$ cat config.mk
export PLATFORM = sky130hd
export DESIGN_NAME = mpool_front_flat
export DESIGN_NICKNAME = d
export VERILOG_FILES = /design/src/mpool_pkg.sv /design/src/mpool_sample_if.sv /design/src/mpool_cfg_if.sv /design/src/mpool_front.sv /design/src/flat_wrapper.sv
export SDC_FILE = /design/constraint.sdc
export NUM_CORES = 1
export LEC_CHECK = 0
export BUFFER_PORTS_ARGS = -buffer_cell sky130_fd_sc_hd__buf_2
export CORE_MARGIN = 1.5
export CORE_UTILIZATION = 50
export DETAILED_ROUTE_END_ITERATION = 8
export GPL_ROUTABILITY_DRIVEN = 0
export PLACE_DENSITY = 0.77
export SYNTH_ARGS = -nofsm -noshare
export SYNTH_HDL_FRONTEND = slang
export SYNTH_SLANG_ARGS = --single-unit
$ cat constraint.sdc
create_clock -name clk -period 10.1 [get_ports clk]
set_input_delay 2.02 -clock clk [delete_from_list [all_inputs] [get_ports clk]]
set_output_delay 2.02 -clock clk [all_outputs]
set_load 0.1 [all_outputs]
$ cat src/mpool_pkg.sv
`timescale 1ns / 1ps
`default_nettype none
// ----------------------------------------------------------------------------
// mpool_pkg
// Shared types and constants of the streaming 2-D max pooling block.
// ----------------------------------------------------------------------------
package mpool_pkg;

  localparam int MAX_POOL     = 4;
  localparam int MAX_WIDTH    = 256;
  localparam int MAX_CHANNELS = 16;
  localparam int SAMPLE_BITS  = 16;
  localparam int HEIGHT_LIMIT = 4096;

  localparam int SLOT_BITS  = $clog2(MAX_POOL);
  localparam int ROW_BITS   = 12;
  localparam int COL_BITS   = $clog2(MAX_WIDTH);
  localparam int CHAN_BITS  = $clog2(MAX_CHANNELS);
  localparam int ADDR_BITS  = SLOT_BITS + COL_BITS + CHAN_BITS;
  localparam int STORE_DEPTH = MAX_POOL * MAX_WIDTH * MAX_CHANNELS;

  // configuration register widths
  localparam int POOL_BITS  = 3;
  localparam int HGT_BITS   = 13;
  localparam int WID_BITS   = 9;
  localparam int CCNT_BITS  = 5;
  localparam int CFG_IDX_BITS  = 3;
  localparam int CFG_DATA_BITS = 16;

  typedef enum logic [CFG_IDX_BITS-1:0] {
    REG_POOL_HEIGHT   = 3'd0,
    REG_POOL_WIDTH    = 3'd1,
    REG_STRIDE_ROWS   = 3'd2,
    REG_STRIDE_COLS   = 3'd3,
    REG_IN_HEIGHT     = 3'd4,
    REG_IN_WIDTH      = 3'd5,
    REG_CHANNEL_COUNT = 3'd6
  } cfg_reg_e;

  typedef enum logic [1:0] {
    B_IDLE,
    B_READ,
    B_WAIT,
    B_DONE
  } bstate_t;

  // one pending window: bottom row slot, first column, channel, size, labels
  typedef struct packed {
    logic [SLOT_BITS-1:0] rbot;
    logic [COL_BITS-1:0]  col0;
    logic [CHAN_BITS-1:0] chan;
    logic [SLOT_BITS-1:0] ph_m1;
    logic [SLOT_BITS-1:0] pw_m1;
    logic [ROW_BITS-1:0]  oh;
    logic [COL_BITS-1:0]  ow;
    logic                 done;
  } job_t;

  // store location the front is about to overwrite
  typedef struct packed {
    logic [SLOT_BITS-1:0] slot;
    logic [COL_BITS-1:0]  col;
    logic [CHAN_BITS-1:0] chan;
  } probe_t;

endpackage
`default_nettype wire

$ cat src/mpool_sample_if.sv
`timescale 1ns / 1ps
`default_nettype none
// ----------------------------------------------------------------------------
// mpool_sample_if
// Input channel: one feature sample with its frame start mark.
// ----------------------------------------------------------------------------
interface mpool_sample_if;
  import mpool_pkg::*;

  logic                          valid;
  logic                          ready;
  logic signed [SAMPLE_BITS-1:0] sample;
  logic                          frame_start;

  modport source (output valid, output sample, output frame_start, input ready);
  modport sink   (input valid, input sample, input frame_start, output ready);
endinterface
`default_nettype wire

$ cat src/mpool_cfg_if.sv
`timescale 1ns / 1ps
`default_nettype none
// ----------------------------------------------------------------------------
// mpool_cfg_if
// Configuration write channel: register index and write data.
// ----------------------------------------------------------------------------
interface mpool_cfg_if;
  import mpool_pkg::*;

  logic                     valid;
  logic                     ready;
  logic [CFG_IDX_BITS-1:0]  index;
  logic [CFG_DATA_BITS-1:0] data;

  modport source (output valid, output index, output data, input ready);
  modport sink   (input valid, input index, input data, output ready);
endinterface
`default_nettype wire

$ cat src/mpool_front.sv
`timescale 1ns / 1ps
`default_nettype none
// ----------------------------------------------------------------------------
// mpool_front
// Takes configuration writes and samples, writes samples to the line store,
// tracks the map position and stride phases, and issues completed windows.
// ----------------------------------------------------------------------------
module mpool_front (
  input  wire logic                              clk,
  input  wire logic                              rst,
  mpool_cfg_if.sink                              cfg,
  mpool_sample_if.sink                           feature,
  input  wire logic                              take_ok,
  output      mpool_pkg::probe_t                 probe,
  output      logic                              push,
  output      mpool_pkg::job_t                   job,
  output      logic                              st_we,
  output      logic [mpool_pkg::ADDR_BITS-1:0]   st_waddr,
  output      logic [mpool_pkg::SAMPLE_BITS-1:0] st_wdata
);
  import mpool_pkg::*;

  logic [POOL_BITS-1:0] pool_h, pool_w, str_r, str_c;
  logic [HGT_BITS-1:0]  height;
  logic [WID_BITS-1:0]  width;
  logic [CCNT_BITS-1:0] chans;

  logic [ROW_BITS-1:0]  row_cnt, row_cnt_next;
  logic [COL_BITS-1:0]  col_cnt, col_cnt_next;
  logic [CHAN_BITS-1:0] chan_cnt, chan_cnt_next;
  logic [POOL_BITS-1:0] row_ph, row_ph_next, col_ph, col_ph_next;
  logic [ROW_BITS-1:0]  oh, oh_next;
  logic [COL_BITS-1:0]  ow, ow_next;

  logic [ROW_BITS-1:0]  r_cur;
  logic [COL_BITS-1:0]  c_cur;
  logic [CHAN_BITS-1:0] d_cur;
  logic [POOL_BITS-1:0] rph_cur, cph_cur;
  logic [ROW_BITS-1:0]  oh_cur;
  logic [COL_BITS-1:0]  ow_cur;

  logic acc, cfg_hit;
  logic row_in, col_in, chan_wrap, col_wrap, row_wrap;
  logic [POOL_BITS-1:0] pool_h_m1, pool_w_m1;

  logic [2:0]           v3;
  logic [HGT_BITS-1:0]  v_h;
  logic [WID_BITS-1:0]  v_w;
  logic [CCNT_BITS-1:0] v_c;

  assign cfg.ready     = 1'b1;
  assign feature.ready = take_ok;
  assign acc           = feature.valid && take_ok;

  assign v3  = cfg.data[2:0];
  assign v_h = cfg.data[HGT_BITS-1:0];
  assign v_w = cfg.data[WID_BITS-1:0];
  assign v_c = cfg.data[CCNT_BITS-1:0];

  always_comb begin
    cfg_hit = 1'b0;
    case (cfg.index)
      REG_POOL_HEIGHT, REG_POOL_WIDTH, REG_STRIDE_ROWS, REG_STRIDE_COLS,
      REG_IN_HEIGHT, REG_IN_WIDTH, REG_CHANNEL_COUNT: cfg_hit = cfg.valid;
      default: cfg_hit = 1'b0;
    endcase
  end

  // register writes, clamped to the legal ranges
  always_ff @(posedge clk) begin
    if (rst) begin
      pool_h <= POOL_BITS'(2);
      pool_w <= POOL_BITS'(2);
      str_r  <= POOL_BITS'(2);
      str_c  <= POOL_BITS'(2);
      height <= HGT_BITS'(256);
      width  <= WID_BITS'(256);
      chans  <= CCNT_BITS'(MAX_CHANNELS);
    end else if (cfg.valid) begin
      case (cfg.index)
        REG_POOL_HEIGHT:
          pool_h <= (v3 == 3'd0) ? 3'd1 : (v3 > 3'(MAX_POOL)) ? 3'(MAX_POOL) : v3;
        REG_POOL_WIDTH:
          pool_w <= (v3 == 3'd0) ? 3'd1 : (v3 > 3'(MAX_POOL)) ? 3'(MAX_POOL) : v3;
        REG_STRIDE_ROWS: str_r <= (v3 == 3'd0) ? 3'd1 : v3;
        REG_STRIDE_COLS: str_c <= (v3 == 3'd0) ? 3'd1 : v3;
        REG_IN_HEIGHT:
          height <= (v_h == '0) ? HGT_BITS'(1) :
                    (v_h > HGT_BITS'(HEIGHT_LIMIT)) ? HGT_BITS'(HEIGHT_LIMIT) : v_h;
        REG_IN_WIDTH:
          width <= (v_w == '0) ? WID_BITS'(1) :
                   (v_w > WID_BITS'(MAX_WIDTH)) ? WID_BITS'(MAX_WIDTH) : v_w;
        REG_CHANNEL_COUNT:
          chans <= (v_c == '0) ? CCNT_BITS'(1) :
                   (v_c > CCNT_BITS'(MAX_CHANNELS)) ? CCNT_BITS'(MAX_CHANNELS) : v_c;
        default: ;
      endcase
    end
  end

  // position of the incoming sample; frame start restarts the map
  always_comb begin
    r_cur   = feature.frame_start ? '0 : row_cnt;
    c_cur   = feature.frame_start ? '0 : col_cnt;
    d_cur   = feature.frame_start ? '0 : chan_cnt;
    rph_cur = feature.frame_start ? '0 : row_ph;
    cph_cur = feature.frame_start ? '0 : col_ph;
    oh_cur  = feature.frame_start ? '0 : oh;
    ow_cur  = feature.frame_start ? '0 : ow;
  end

  assign pool_h_m1 = pool_h - 3'd1;
  assign pool_w_m1 = pool_w - 3'd1;

  assign row_in    = ({1'b0, r_cur} + 13'd1) >= HGT_BITS'(pool_h);
  assign col_in    = ({1'b0, c_cur} + 9'd1) >= WID_BITS'(pool_w);
  assign chan_wrap = ({1'b0, d_cur} + 5'd1) >= chans;
  assign col_wrap  = chan_wrap && (({1'b0, c_cur} + 9'd1) >= width);
  assign row_wrap  = col_wrap && (({1'b0, r_cur} + 13'd1) >= height);

  assign probe.slot = r_cur[SLOT_BITS-1:0];
  assign probe.col  = c_cur;
  assign probe.chan = d_cur;

  assign st_we    = acc;
  assign st_waddr = {r_cur[SLOT_BITS-1:0], c_cur, d_cur};
  assign st_wdata = feature.sample;

  // a window ends here when its origin sits on both stride grids
  assign push = acc && row_in && col_in && (rph_cur == '0) && (cph_cur == '0);

  always_comb begin
    job.rbot  = r_cur[SLOT_BITS-1:0];
    job.col0  = c_cur - COL_BITS'(pool_w_m1);
    job.chan  = d_cur;
    job.ph_m1 = pool_h_m1[SLOT_BITS-1:0];
    job.pw_m1 = pool_w_m1[SLOT_BITS-1:0];
    job.oh    = oh_cur;
    job.ow    = ow_cur;
    job.done  = (({1'b0, r_cur} + HGT_BITS'(str_r)) >= height) &&
                (({1'b0, c_cur} + WID_BITS'(str_c)) >= width) &&
                (({1'b0, d_cur} + 5'd1) == chans);
  end

  // advance channel, column and row with their stride phases
  always_comb begin
    chan_cnt_next = chan_wrap ? '0 : d_cur + 4'd1;
    col_cnt_next  = c_cur;
    col_ph_next   = cph_cur;
    ow_next       = ow_cur;
    row_cnt_next  = r_cur;
    row_ph_next   = rph_cur;
    oh_next       = oh_cur;
    if (col_wrap) begin
      col_cnt_next = '0;
      col_ph_next  = '0;
      ow_next      = '0;
      if (row_wrap) begin
        row_cnt_next = '0;
        row_ph_next  = '0;
        oh_next      = '0;
      end else begin
        row_cnt_next = r_cur + 12'd1;
        if (row_in) begin
          if (rph_cur == str_r - 3'd1) begin
            row_ph_next = '0;
            oh_next     = oh_cur + 12'd1;
          end else begin
            row_ph_next = rph_cur + 3'd1;
          end
        end else begin
          row_ph_next = '0;
          oh_next     = '0;
        end
      end
    end else if (chan_wrap) begin
      col_cnt_next = c_cur + 8'd1;
      if (col_in) begin
        if (cph_cur == str_c - 3'd1) begin
          col_ph_next = '0;
          ow_next     = ow_cur + 8'd1;
        end else begin
          col_ph_next = cph_cur + 3'd1;
        end
      end else begin
        col_ph_next = '0;
        ow_next     = '0;
      end
    end
  end

  always_ff @(posedge clk) begin
    if (rst || cfg_hit) begin
      row_cnt  <= '0;
      col_cnt  <= '0;
      chan_cnt <= '0;
      row_ph   <= '0;
      col_ph   <= '0;
      oh       <= '0;
      ow       <= '0;
    end else if (acc) begin
      row_cnt  <= row_cnt_next;
      col_cnt  <= col_cnt_next;
      chan_cnt <= chan_cnt_next;
      row_ph   <= row_ph_next;
      col_ph   <= col_ph_next;
      oh       <= oh_next;
      ow       <= ow_next;
    end
  end

endmodule
`default_nettype wire

$ cat src/flat_wrapper.sv
// flat-port wrapper written by rule: the top's interface ports become plain ports
module mpool_front_flat import mpool_pkg::*;
  (clk, rst, take_ok, probe, push, job, st_we, st_waddr, st_wdata, cfg_valid, cfg_index, cfg_data, cfg_ready, feature_valid, feature_sample, feature_frame_start, feature_ready);
  mpool_cfg_if cfg_i ();
  mpool_sample_if feature_i ();
  input  wire logic clk;
  input  wire logic rst;
  input  wire logic take_ok;
  output      mpool_pkg::probe_t probe;
  output      logic push;
  output      mpool_pkg::job_t job;
  output      logic st_we;
  output      logic [mpool_pkg::ADDR_BITS-1:0] st_waddr;
  output      logic [mpool_pkg::SAMPLE_BITS-1:0] st_wdata;
  input wire logic [$bits(cfg_i.valid)-1:0] cfg_valid;
  input wire logic [$bits(cfg_i.index)-1:0] cfg_index;
  input wire logic [$bits(cfg_i.data)-1:0] cfg_data;
  output wire logic [$bits(cfg_i.ready)-1:0] cfg_ready;
  input wire logic [$bits(feature_i.valid)-1:0] feature_valid;
  input wire logic [$bits(feature_i.sample)-1:0] feature_sample;
  input wire logic [$bits(feature_i.frame_start)-1:0] feature_frame_start;
  output wire logic [$bits(feature_i.ready)-1:0] feature_ready;
  assign cfg_i.valid = cfg_valid;
  assign cfg_i.index = cfg_index;
  assign cfg_i.data = cfg_data;
  assign cfg_ready = cfg_i.ready;
  assign feature_i.valid = feature_valid;
  assign feature_i.sample = feature_sample;
  assign feature_i.frame_start = feature_frame_start;
  assign feature_ready = feature_i.ready;
  mpool_front u_core (.clk(clk), .rst(rst), .cfg(cfg_i), .feature(feature_i), .take_ok(take_ok), .probe(probe), .push(push), .job(job), .st_we(st_we), .st_waddr(st_waddr), .st_wdata(st_wdata));
endmodule
==> flow_summary.ini <==
[status]
status = finished, final reports clean

[timing]
tns_ns = 0
max_freq_mhz = 130
setup_violations = 0
worst_pin_slew_ns = 1.32
finClkSkew_ns = 0.00761
period_minus_slack_ns = 7.68
rsz0062_at_grt = false
fin_crit_sh_pct = 76.1
holdWs_ns = 0.449
final_max_slew_viol_count = 0
hold_viol_final = 0
relSlewSlack_pct = 11.4

[drt]
vias_per_cell = 5.81
drt-total-wl_mm = 18.6
drt-pass1-iter-count = 5
drt-initial-drc-count = 511
vias = 6830
routedWlPerCell_um = 15.8
antenna_left = 0
drc = 0

[clock_tree]
cts_tree = built
holdBufCountCts = 0
clk-insertion-delay-late_ns = 0.35
cts_resized = 0
cts_buffer_depth = 2
cts_buffers = 9
cts_max_level = 3
path_clk_slew_ns = 0.06
cts_setup_buffers = 0
clock-sinks = 89
cts-root-buf = clkbuf_16

[die]
die_h_um = 125
ios = 128
dieArea_um2 = 15600
core_um2 = 14500
die_w_um = 125
rows = 44
start_util_pct = 51.2

[placed_design]
io_buffers = 91
dp_hpwl_mm = 13.6
dp.cells = 1160

[power_and_ir_drop]
switching_share_pct = 26.5
ir_drop_mv = 0.136
pwr-share-seq_pct = 45.1
intPower_uw = 583
p_leak_nw = 3.40
switching_power_uw = 210
powerDensity_nw_per_um2 = 99.6
clockPowerShare_pct = 43.4
power.total_uw = 793
combPwrFrac_pct = 11.5

[global_route]
grtUsageTotal_pct = 24.1
grt_max_degree = 55
grt_remaining_overflow = 0
grt_first_pass_wirelength_mm = 31.3
first_global_vias = 6298
grt_antenna_before_repair = 0

[final_layout]
layout_common_cells = nor2_1 (101), buf_2 (91), dfxtp_1 (89), nand2_1 (83), ha_1 (74)
drive_gt1_share_pct = 14.3
fin_cells = 1175
nFillCells = 1402
fin_util_pct = 54.7
regArea_um2 = 1780
final_nets = 1102
syn_to_final_growth_pct = 6.93
final_common_cell = nor2_1
multi_input_area_um2 = 4910
num_antenna_cells = 0

[worst_hold_path]
hp-class = register to register

[yosys]
syn_area_per_cell_um2 = 7.70
ys_seq_area_share_pct = 23.9
syn-num-nets = 1081
async_flop_share_pct = 0
syn_area_um2 = 7440
synth_cell_types = 84
syn_inst = 966
synth_edf_count = 0
synthFlopType = dfxtp_1
yosys_register_bits = 89
yosysWarnings = 0

[critical_path]
start_kind = primary input
setup.worst_path.end_class = output port
crit_type = primary input to output port
arrival_ns = 5.66
crit_required_ns = 8.08
crit_fanout = 54

[run]
drv_cap = 0
registers in the layout (all words and copies together) (netlist names), 4 cells and up:
register / flops
u_core.row_cnt: 12
u_core.height: 13
u_core.chan_cnt: 4
u_core.chans: 5
u_core.col_cnt: 8
u_core.ow: 8
u_core.oh: 12
u_core.width: 9
final timing paths:
path              depth (start not counted)                      startpoint                             to  slack [ns]
setup reg to reg                         14  u_core.row_cnt[0]$_SDFFE_PP0P_  u_core.row_ph[2]$_SDFFE_PP0P_        4.87
hold reg to reg                           2       u_core.ow[1]$_SDFFE_PP0P_      u_core.ow[1]$_SDFFE_PP0P_        0.45
hold / removal                            2       u_core.ow[1]$_SDFFE_PP0P_      u_core.ow[1]$_SDFFE_PP0P_        0.45
setup / recovery                         15             feature_frame_start                         job[0]        2.42
Yosys cell counts, drive strengths merged, types with 3 or more instances:
library cell  instances  area, um^2
a2111oi               3        38.8
a211oi                5        47.5
a21o                  9        67.6
a21oi                67         339
a22oi                21         158
a2bb2oi               3        26.3
a31o                  4        35.0
a31oi                 4        31.3
a32o                  4        40.0
and2                  8        50.1
and3                  8        50.1
and4                  5        43.8
buf                  59         419
clkbuf               30         114
dfxtp                89        1780
ha                   74         926
inv                  59         221
maj3                  5        50.1
mux2i                12         120
nand2                84         318
nand2b               16         100
nand3                28         165
nand3b                4        30.0
nand4                14         103
nand4b                3        26.3
nor2                101         379
nor2b                39         246
nor3                 18         106
nor3b                16         120
nor4                  7        43.8
o211ai               10        80.1
o21a                  4        30.0
o21ai                46         230
o22ai                 4        25.0
o31a                  4        35.0
o31ai                 4        35.0
or2                   3        18.8
or3                  11        73.8
or4                   4        30.0
xnor2                31         272
xor2                 17         149
through the flow:
| stage | setup WS [ns] | cell area [um^2] |
|---|---|---|
| after floorplan | 0.717 | 7450 |
| after global placement | 2.45 | 7660 |
| after detailed placement | 2.47 | 7660 |
| after CTS | 2.45 | 7960 |
| after global routing | 2.19 | 7960 |
| final | 2.42 | 7960 |
routing by layer:
metal  track usage [%]  vias up  wire length, um
met3              4.58       25             1270
met4              7.22        0              339
li1                  -     3406                -
met1              33.1     3140             8800
met2              38.6      259             8160
met5                 0        -                0
critical path, cell delays in order:
cell	delay, ns
buf_2	0.19
buf_4	0.35
buf_4	0.52
inv_2	0.30
a32o_1	0.34
and2_1	0.19
nand2_1	0.09
xnor2_1	0.10
ha_1	0.29
and3_1	0.15
a221o_1	0.14
a21oi_1	0.07
o21ai_0	0.20
o311a_1	0.24
buf_2	0.43
cell type report:
type / count / area share, %
Clock buffer: 13 / 3.27
Clock inverter: 2 / 0.472
Inverter: 59 / 2.78
Multi-Input combinational cell: 729 / 61.7
Sequential cell: 89 / 22.4
Tap cell: 184 / 2.89
Timing Repair Buffer: 99 / 6.48
power by group through the flow:
stage	clock network (mW)	registers [mW]	logic, mW
final	0.344	0.358	0.0909
after global routing	0.363	0.358	0.0986
after CTS	0.348	0.357	0.0903
after detailed placement	0	0.365	0.0896
after global placement	0	0.365	0.0891
after floorplan	0	0.364	0.0989
logic make-up after synthesis:
group	share of synthesized area (%)
multiplexers	1.97
adder cells (fa/ha/maj)	13.1
buffers and inverters	10.1
XOR/XNOR	5.65
AND/OR/NAND/NOR	26.4
AO/OA/AOI/OAI	18.7
flip-flops	23.9
other	0.0504
(Power assumes the default switching activity.)
