--- src/mpool_pkg.sv ---
`timescale 1ns / 1ps
`default_nettype none
// ----------------------------------------------------------------------------
// mpool_pkg
// Shared types and constants of the streaming 2-D max pooling block.
// ----------------------------------------------------------------------------
package mpool_pkg;

  localparam int MAX_POOL     = 4;
  localparam int MAX_WIDTH    = 256;
  localparam int MAX_CHANNELS = 16;
  localparam int SAMPLE_BITS  = 16;
  localparam int HEIGHT_LIMIT = 4096;

  localparam int SLOT_BITS  = $clog2(MAX_POOL);
  localparam int ROW_BITS   = 12;
  localparam int COL_BITS   = $clog2(MAX_WIDTH);
  localparam int CHAN_BITS  = $clog2(MAX_CHANNELS);
  localparam int ADDR_BITS  = SLOT_BITS + COL_BITS + CHAN_BITS;
  localparam int STORE_DEPTH = MAX_POOL * MAX_WIDTH * MAX_CHANNELS;

  // configuration register widths
  localparam int POOL_BITS  = 3;
  localparam int HGT_BITS   = 13;
  localparam int WID_BITS   = 9;
  localparam int CCNT_BITS  = 5;
  localparam int CFG_IDX_BITS  = 3;
  localparam int CFG_DATA_BITS = 16;

  typedef enum logic [CFG_IDX_BITS-1:0] {
    REG_POOL_HEIGHT   = 3'd0,
    REG_POOL_WIDTH    = 3'd1,
    REG_STRIDE_ROWS   = 3'd2,
    REG_STRIDE_COLS   = 3'd3,
    REG_IN_HEIGHT     = 3'd4,
    REG_IN_WIDTH      = 3'd5,
    REG_CHANNEL_COUNT = 3'd6
  } cfg_reg_e;

  typedef enum logic [1:0] {
    B_IDLE,
    B_READ,
    B_WAIT,
    B_DONE
  } bstate_t;

  // one pending window: bottom row slot, first column, channel, size, labels
  typedef struct packed {
    logic [SLOT_BITS-1:0] rbot;
    logic [COL_BITS-1:0]  col0;
    logic [CHAN_BITS-1:0] chan;
    logic [SLOT_BITS-1:0] ph_m1;
    logic [SLOT_BITS-1:0] pw_m1;
    logic [ROW_BITS-1:0]  oh;
    logic [COL_BITS-1:0]  ow;
    logic                 done;
  } job_t;

  // store location the front is about to overwrite
  typedef struct packed {
    logic [SLOT_BITS-1:0] slot;
    logic [COL_BITS-1:0]  col;
    logic [CHAN_BITS-1:0] chan;
  } probe_t;

endpackage
`default_nettype wire

--- src/mpool_result_if.sv ---
`timescale 1ns / 1ps
`default_nettype none
// ----------------------------------------------------------------------------
// mpool_result_if
// Output channel: one window maximum with its position.
// ----------------------------------------------------------------------------
interface mpool_result_if;
  import mpool_pkg::*;

  logic                          valid;
  logic                          ready;
  logic signed [SAMPLE_BITS-1:0] max_value;
  logic [ROW_BITS-1:0]           out_row;
  logic [COL_BITS-1:0]           out_col;
  logic [CHAN_BITS-1:0]          channel;
  logic                          frame_done;

  modport source (output valid, output max_value, output out_row, output out_col,
                  output channel, output frame_done, input ready);
  modport sink   (input valid, input max_value, input out_row, input out_col,
                  input channel, input frame_done, output ready);
endinterface
`default_nettype wire

--- src/mpool_back.sv ---
`timescale 1ns / 1ps
`default_nettype none
// ----------------------------------------------------------------------------
// mpool_back
// Two-entry window queue and a read sequencer that scans each window in the
// line store, one entry per cycle, and keeps the running maximum.
// ----------------------------------------------------------------------------
module mpool_back (
  input  wire logic                              clk,
  input  wire logic                              rst,
  input  wire logic                              push,
  input  wire mpool_pkg::job_t                   job_in,
  input  wire mpool_pkg::probe_t                 probe,
  output      logic                              take_ok,
  output      logic                              st_re,
  output      logic [mpool_pkg::ADDR_BITS-1:0]   st_raddr,
  input  wire logic [mpool_pkg::SAMPLE_BITS-1:0] st_rdata,
  mpool_result_if.source                         pooled
);
  import mpool_pkg::*;

  job_t    q [2];
  logic    qv [2];
  logic    wp, rp;
  logic    pop, hazard, last_rd, load_out;
  bstate_t state, state_next;
  job_t    cur;
  logic [SLOT_BITS-1:0] h, w;
  logic    rd_pend, first;
  logic signed [SAMPLE_BITS-1:0] best, rd_val;

  // true when a write to location s would clobber an entry of window p
  function automatic logic overlaps(input job_t p, input probe_t s);
    logic [SLOT_BITS-1:0] dslot;
    logic [COL_BITS:0]    col_hi;
    dslot  = p.rbot - s.slot;
    col_hi = {1'b0, p.col0} + (COL_BITS+1)'(p.pw_m1);
    return (dslot <= p.ph_m1) && (s.col >= p.col0) &&
           ({1'b0, s.col} <= col_hi) && (s.chan == p.chan);
  endfunction

  assign hazard = (qv[0] && overlaps(q[0], probe)) ||
                  (qv[1] && overlaps(q[1], probe)) ||
                  (((state == B_READ) || (state == B_WAIT)) && overlaps(cur, probe));
  assign take_ok = !(qv[0] && qv[1]) && !hazard;

  assign last_rd = (h == cur.ph_m1) && (w == cur.pw_m1);
  assign rd_val  = $signed(st_rdata);

  always_comb begin
    state_next = state;
    case (state)
      B_IDLE: if (qv[rp]) state_next = B_READ;
      B_READ: if (last_rd) state_next = B_WAIT;
      B_WAIT: state_next = B_DONE;
      B_DONE: if (!pooled.valid || pooled.ready) state_next = B_IDLE;
      default: state_next = B_IDLE;
    endcase
  end

  always_comb begin
    pop      = 1'b0;
    st_re    = 1'b0;
    load_out = 1'b0;
    case (state)
      B_IDLE: pop = qv[rp];
      B_READ: st_re = 1'b1;
      B_WAIT: ;
      B_DONE: load_out = !pooled.valid || pooled.ready;
      default: ;
    endcase
  end

  assign st_raddr = {cur.rbot - cur.ph_m1 + h, cur.col0 + COL_BITS'(w), cur.chan};

  always_ff @(posedge clk) begin
    if (rst) begin
      state <= B_IDLE;
      qv[0] <= 1'b0;
      qv[1] <= 1'b0;
      wp    <= 1'b0;
      rp    <= 1'b0;
      rd_pend <= 1'b0;
    end else begin
      state   <= state_next;
      rd_pend <= st_re;
      if (push) begin
        qv[wp] <= 1'b1;
        wp     <= ~wp;
      end
      if (pop) begin
        qv[rp] <= 1'b0;
        rp     <= ~rp;
      end
    end
  end

  always_ff @(posedge clk) begin
    if (push) begin
      q[wp] <= job_in;
    end
    if (pop) begin
      cur   <= q[rp];
      h     <= '0;
      w     <= '0;
      first <= 1'b1;
    end else if (st_re) begin
      if (w == cur.pw_m1) begin
        w <= '0;
        h <= h + SLOT_BITS'(1);
      end else begin
        w <= w + SLOT_BITS'(1);
      end
    end
    if (rd_pend) begin
      first <= 1'b0;
      if (first || (rd_val > best)) begin
        best <= rd_val;
      end
    end
  end

  // result register: holds while the receiver stalls
  always_ff @(posedge clk) begin
    if (rst) begin
      pooled.valid <= 1'b0;
    end else if (load_out) begin
      pooled.valid <= 1'b1;
    end else if (pooled.ready) begin
      pooled.valid <= 1'b0;
    end
  end

  always_ff @(posedge clk) begin
    if (load_out) begin
      pooled.max_value  <= best;
      pooled.out_row    <= cur.oh;
      pooled.out_col    <= cur.ow;
      pooled.channel    <= cur.chan;
      pooled.frame_done <= cur.done;
    end
  end

  assert property (@(posedge clk) disable iff (rst) push |-> !(qv[0] && qv[1]))
    else $error("window pushed into a full queue");
  assert property (@(posedge clk) disable iff (rst) rd_pend == $past(state == B_READ))
    else $error("read data arrived without a read");
  assert property (@(posedge clk) disable iff (rst) load_out |=> pooled.valid)
    else $error("result not presented after window finished");
  assert property (@(posedge clk) disable iff (rst)
                   (state == B_DONE) |-> $past(state == B_WAIT) || $past(state == B_DONE))
    else $error("window finished without its last read");

endmodule
`default_nettype wire
--- src/flat_wrapper.sv ---
// flat-port wrapper written by rule: the top's interface ports become plain ports
module mpool_back_flat import mpool_pkg::*;
  (clk, rst, push, job_in, probe, take_ok, st_re, st_raddr, st_rdata, pooled_valid, pooled_max_value, pooled_out_row, pooled_out_col, pooled_channel, pooled_frame_done, pooled_ready);
  mpool_result_if pooled_i ();
  input  wire logic clk;
  input  wire logic rst;
  input  wire logic push;
  input  wire mpool_pkg::job_t job_in;
  input  wire mpool_pkg::probe_t probe;
  output      logic take_ok;
  output      logic st_re;
  output      logic [mpool_pkg::ADDR_BITS-1:0] st_raddr;
  input  wire logic [mpool_pkg::SAMPLE_BITS-1:0] st_rdata;
  output wire logic [$bits(pooled_i.valid)-1:0] pooled_valid;
  output wire logic [$bits(pooled_i.max_value)-1:0] pooled_max_value;
  output wire logic [$bits(pooled_i.out_row)-1:0] pooled_out_row;
  output wire logic [$bits(pooled_i.out_col)-1:0] pooled_out_col;
  output wire logic [$bits(pooled_i.channel)-1:0] pooled_channel;
  output wire logic [$bits(pooled_i.frame_done)-1:0] pooled_frame_done;
  input wire logic [$bits(pooled_i.ready)-1:0] pooled_ready;
  assign pooled_valid = pooled_i.valid;
  assign pooled_max_value = pooled_i.max_value;
  assign pooled_out_row = pooled_i.out_row;
  assign pooled_out_col = pooled_i.out_col;
  assign pooled_channel = pooled_i.channel;
  assign pooled_frame_done = pooled_i.frame_done;
  assign pooled_i.ready = pooled_ready;
  mpool_back u_core (.clk(clk), .rst(rst), .push(push), .job_in(job_in), .probe(probe), .take_ok(take_ok), .st_re(st_re), .st_raddr(st_raddr), .st_rdata(st_rdata), .pooled(pooled_i));
endmodule
--- config.mk ---
export PLATFORM = sky130hd
export DESIGN_NAME = mpool_back_flat
export DESIGN_NICKNAME = d
export VERILOG_FILES = /design/src/mpool_pkg.sv /design/src/mpool_result_if.sv /design/src/mpool_back.sv /design/src/flat_wrapper.sv
export SDC_FILE = /design/constraint.sdc
export NUM_CORES = 1
export LEC_CHECK = 0
export ABC_AREA = 1
export BUFFER_PORTS_ARGS = -buffer_cell sky130_fd_sc_hd__buf_2
export CAP_MARGIN = 20
export CORE_MARGIN = 2
export CORE_UTILIZATION = 35
export CTS_BUF_LIST = sky130_fd_sc_hd__clkbuf_16
export CTS_CLUSTER_DIAMETER = 40
export DETAILED_ROUTE_END_ITERATION = 10
export GPL_ROUTABILITY_DRIVEN = 0
export SLEW_MARGIN = 30
export SYNTH_ARGS = -nofsm -noshare
export SYNTH_HDL_FRONTEND = slang
export SYNTH_SLANG_ARGS = --single-unit
export TNS_END_PERCENT = 5
--- constraint.sdc ---
create_clock -name clk -period 4.3 [get_ports clk]
set_input_delay 0 -clock clk [delete_from_list [all_inputs] [get_ports clk]]
set_output_delay 0 -clock clk [all_outputs]
set_load 0.05 [all_outputs]
==> metrics.txt <==
# TYPE chip_impl_metric gauge
chip_impl_metric{name="mappedNetlistArea",unit="sq mm"} 0.00911
chip_impl_metric{name="cts_htree_levels",unit=""} 4
chip_impl_metric{name="power_total",unit="mW"} 5.93
chip_impl_metric{name="pin_count_of_the_biggest_net_entering_global_routing",unit=""} 54
chip_impl_metric{name="cts_hold_repair.buffers",unit=""} 58
chip_impl_metric{name="holdPathStages",unit=""} 2
chip_impl_metric{name="cpPeakStageDelay",unit="ns"} 0.41
chip_impl_info{name="critical_path.slowest_cell",value="sky130_fd_sc_hd__fa_1"} 1
chip_impl_metric{name="die_height",unit="um"} 165
chip_impl_info{name="synth.largest_area_cell",value="sky130_fd_sc_hd__edfxtp_1"} 1
chip_impl_metric{name="dp_worst_setup_slack",unit="ns"} 1.51
chip_impl_metric{name="drt_total_wl",unit="mm"} 18.4
chip_impl_info{name="cp-start-kind",value="register"} 1
chip_impl_info{name="criticalPathCategory",value="reg2out"} 1
chip_impl_metric{name="cts_buffers",unit=""} 17
chip_impl_metric{name="worst-path-buf-inv",unit=""} 3
chip_impl_metric{name="leakage",unit="nW"} 5.02
chip_impl_metric{name="worst-r2r-cell-count",unit=""} 8
chip_impl_metric{name="synthesis.yosys.warnings",unit=""} 0
chip_impl_metric{name="grt_pass1_wl",unit="mm"} 29.0
chip_impl_metric{name="wire_per_inst",unit="um"} 13.5
chip_impl_metric{name="reg2reg_slack",unit="ns"} 2.11
chip_impl_metric{name="power-per-cell-area",unit="mW/mm^2"} 521
chip_impl_metric{name="area_growth_syn_to_layout",unit="%"} 24.9
chip_impl_metric{name="netlist_instances",unit=""} 813
chip_impl_info{name="critical-path-top-cell-by-count",value="sky130_fd_sc_hd__nand2_1"} 1
chip_impl_metric{name="slew_viol_final",unit=""} 0
chip_impl_info{name="hold_path_class",value="in2reg"} 1
chip_impl_info{name="synthTopCellsByArea",value="sky130_fd_sc_hd__edfxtp_1 (57%), sky130_fd_sc_hd__ha_1 (12%), sky130_fd_sc_hd__nand2_1 (8.1%)"} 1
chip_impl_metric{name="cap_violations",unit=""} 0
chip_impl_metric{name="final-hold-violation-count",unit=""} 0
chip_impl_metric{name="final_period_minus_worst_setup_slack",unit="ns"} 3.18
chip_impl_metric{name="post_syn_nets",unit=""} 977
chip_impl_metric{name="timing.clock.skew",unit="ns"} 0.0169
chip_impl_metric{name="post_synth.cell_area_avg",unit="sq um"} 11.2
chip_impl_info{name="worst_case_hold_path_end_point",value="u_core.q[1][12]$_DFFE_PP_"} 1
chip_impl_metric{name="clock_latency",unit="ns"} 0.43
chip_impl_metric{name="number_of_detailed_route_iterations_in_the_first_pass",unit=""} 5
chip_impl_metric{name="async_reset_ff_frac",unit=""} 0
chip_impl_metric{name="die-width",unit="um"} 165
chip_impl_info{name="min_from",value="job_in[12]"} 1
chip_impl_metric{name="finish.utilization",unit=""} 0.440
chip_impl_metric{name="vdd.ir_drop.worst",unit="mV"} 0.287
chip_impl_metric{name="coreArea",unit="sq mm"} 0.0258
chip_impl_metric{name="die_area",unit="sq mm"} 0.0273
chip_impl_metric{name="max_slew.worst_pin.slew",unit="ns"} 0.765
chip_impl_metric{name="avgViaCountPerCell",unit=""} 4.42
chip_impl_metric{name="cts_resized",unit=""} 0
chip_impl_metric{name="final_antenna_net_count",unit=""} 0
chip_impl_metric{name="timing.final.crit_share",unit=""} 0.740
chip_impl_metric{name="initial_cell_density_of_the_core",unit=""} 0.353
chip_impl_info{name="status",value="finished clean"} 1
chip_impl_metric{name="cell_variety_after_synth",unit=""} 32
chip_impl_metric{name="required",unit="ns"} 4.30
chip_impl_metric{name="cts.repair_timing.setup_buffer_count",unit=""} 0
chip_impl_metric{name="timing.setup.tns",unit="ns"} 0
chip_impl_metric{name="slew_headroom",unit=""} 0.489
chip_impl_metric{name="critical_path_arrival",unit="ns"} 3.18
chip_impl_metric{name="synth_sequential_area_ratio",unit=""} 0.604
chip_impl_metric{name="drc_viols",unit=""} 0
chip_impl_metric{name="nNetsFinal",unit=""} 1175
chip_impl_metric{name="number_of_enable_type_register_cells_in_the_synthesized_netlist",unit=""} 174
chip_impl_info{name="grt_setup_unrepaired",value="false"} 1
chip_impl_info{name="crit-reg2reg-launch",value="u_core.state[1]$_SDFFE_PP0P_"} 1
chip_impl_metric{name="antenna_found_initial",unit=""} 3
chip_impl_metric{name="setup_viol",unit=""} 0
chip_impl_metric{name="core.rowCount",unit=""} 59
chip_impl_metric{name="clock_path_buffers",unit=""} 2
chip_impl_info{name="synth-main-ff-cell",value="sky130_fd_sc_hd__edfxtp_1"} 1
chip_impl_metric{name="global_route.overflow_total",unit=""} 0
chip_impl_info{name="ordered_list_of_cells_on_the_worst_path",value="ha_1, inv_1, fa_1, or2_4, xor2_1, ha_1, nand2_1, inv_1, nand2_1, o211ai_1, nand2_1, a21oi_1, nor2_1, a21oi_1, buf_2"} 1
chip_impl_info{name="tritoncts",value="yes"} 1
chip_impl_metric{name="critical_path_peak_fanout",unit=""} 3
chip_impl_metric{name="achievable-frequency",unit="MHz"} 314
chip_impl_info{name="worstReg2RegEnd",value="u_core.rp$_SDFFE_PP0P_"} 1
chip_impl_metric{name="boundaryPins",unit=""} 131
chip_impl_metric{name="grtUsageTotal",unit=""} 0.141
chip_impl_metric{name="via_count",unit=""} 6007
chip_impl_metric{name="layout-drive-gt1-share",unit=""} 0.177
chip_impl_info{name="critical_path.endpoint_type",value="output pin"} 1
chip_impl_metric{name="port_buffer_count",unit=""} 130
chip_impl_metric{name="initialDrtViolationCount",unit=""} 248
chip_impl_info{name="cp_top_family",value="adder cells"} 1
chip_impl_info{name="root_buf_cell",value="sky130_fd_sc_hd__clkbuf_16"} 1
chip_impl_metric{name="clock_transition_time_at_the_flip_flop_clock_pins_of_the_worst_setup_and_hold_paths",unit="ns"} 0.08
chip_impl_metric{name="clock-sinks",unit=""} 188
chip_impl_metric{name="number_of_global_route_vias_before_repair",unit=""} 5756
chip_impl_metric{name="post-route-worst-setup-slack",unit="ns"} 1.12
chip_impl_metric{name="dp.final_hpwl",unit="mm"} 13.3
chip_impl_metric{name="synth_seq_cells",unit=""} 188
chip_impl_metric{name="yosysTopAreaCellShare",unit=""} 0.573
-- metrics by stage --
step | cells | instance area, sq um | hold slack, ns
final | 1360 | 11400 | 0.284
after global routing | 1359 | 11400 | 0.268
after CTS | 1359 | 11400 | 0.252
after detailed placement | 1269 | 10200 | 0.191
after global placement | 1269 | 10200 | 0.187
after floorplan | 813 | 9110 | 0.0691
-- Yosys cell counts, types with 2 or more instances --
library cell               number
sky130_fd_sc_hd__edfxtp_1     174
sky130_fd_sc_hd__o21a_1         2
sky130_fd_sc_hd__nand3_1       20
sky130_fd_sc_hd__xor2_1        28
sky130_fd_sc_hd__xnor2_1       11
sky130_fd_sc_hd__nand4_1        9
sky130_fd_sc_hd__o21bai_1       4
sky130_fd_sc_hd__nand2_1      197
sky130_fd_sc_hd__o21ai_0       29
sky130_fd_sc_hd__buf_2          2
sky130_fd_sc_hd__nor3_1         6
sky130_fd_sc_hd__a21oi_1       35
sky130_fd_sc_hd__nor2_1        39
sky130_fd_sc_hd__dfxtp_1       14
sky130_fd_sc_hd__a21o_1         4
sky130_fd_sc_hd__ha_1          87
sky130_fd_sc_hd__clkbuf_1       8
sky130_fd_sc_hd__inv_1        124
sky130_fd_sc_hd__buf_4          4
sky130_fd_sc_hd__fa_1           4
-- kinds of logic after synthesis --
kind of cell | after synthesis | synth area share
adders and majority gates | 91 | 0.128
DFF | 188 | 0.604
xor gates and xnor gates | 39 | 0.0375
AOI/OAI and AO/OA | 77 | 0.0457
buffers and inverters | 138 | 0.0588
and+or+nand+nor | 280 | 0.126
-- layer usage --
metal | GRT usage | part of all wire
met5 | 0 | 0.0014
met4 | 0.0478 | 0.017
met3 | 0.0395 | 0.054
met2 | 0.235 | 0.48
met1 | 0.176 | 0.45
-- power breakdown --
group / internal [mW] / switching [mW]
clock: 0.795 / 0.792
combinational: 0.551 / 1.26
sequential: 2.39 / 0.153
-- worst max path at each step --
| stage | from | endpoint | slack (ns) | cells after the start |
|---|---|---|---|---|
| after floorplan | u_core.state[0]$_SDFFE_PP0P_ | register | 1.08 | 7 |
| after global placement | u_core.cur[29]$_DFFE_PP_ | take_ok | 1.58 | 15 |
| after detailed placement | u_core.cur[29]$_DFFE_PP_ | take_ok | 1.51 | 15 |
| after CTS | u_core.cur[29]$_DFFE_PP_ | take_ok | 1.04 | 15 |
| after global routing | u_core.cur[29]$_DFFE_PP_ | take_ok | 0.88 | 15 |
| final | u_core.cur[29]$_DFFE_PP_ | take_ok | 1.12 | 15 |
-- flip-flops by register name, indices dropped and copies added, names as in the netlist, named ones only --
signal,flops
u_core.q,78
u_core.cur,35
u_core.best,16
u_core.pooled.max_value,16
u_core.pooled.out_row,12
u_core.pooled.out_col,8
u_core.pooled.channel,4
u_core.st_raddr,4
u_core.h,2
u_core.qv,2
u_core.state,2
u_core.w,2
u_core.first,1
u_core.pooled.frame_done,1
u_core.pooled.valid,1
u_core.rd_pend,1
u_core.rp,1
u_core.wp,1
-- cells in the final DEF (no fill, tap or decap), drive strengths merged, types with 21 or more instances in the layout --
cell type	count
o21ai	29
ha	87
inv	130
nand3	21
a21oi	35
nand2	198
xor2	28
nor2	41
buf	135
edfxtp	174
dlygate4sd3	58
-- layout make-up --
cell class	count	area (sq um)
Fill cell	2426	14500
Sequential cell	188	5510
Multi-Input combinational cell	487	3100
Timing Repair Buffer	193	1270
Inverter	124	468
Clock buffer	17	425
Tap cell	335	419
Clock inverter	15	190
Antenna cell	1	2.50
No activity file was read; power rests on OpenSTA's default activity.
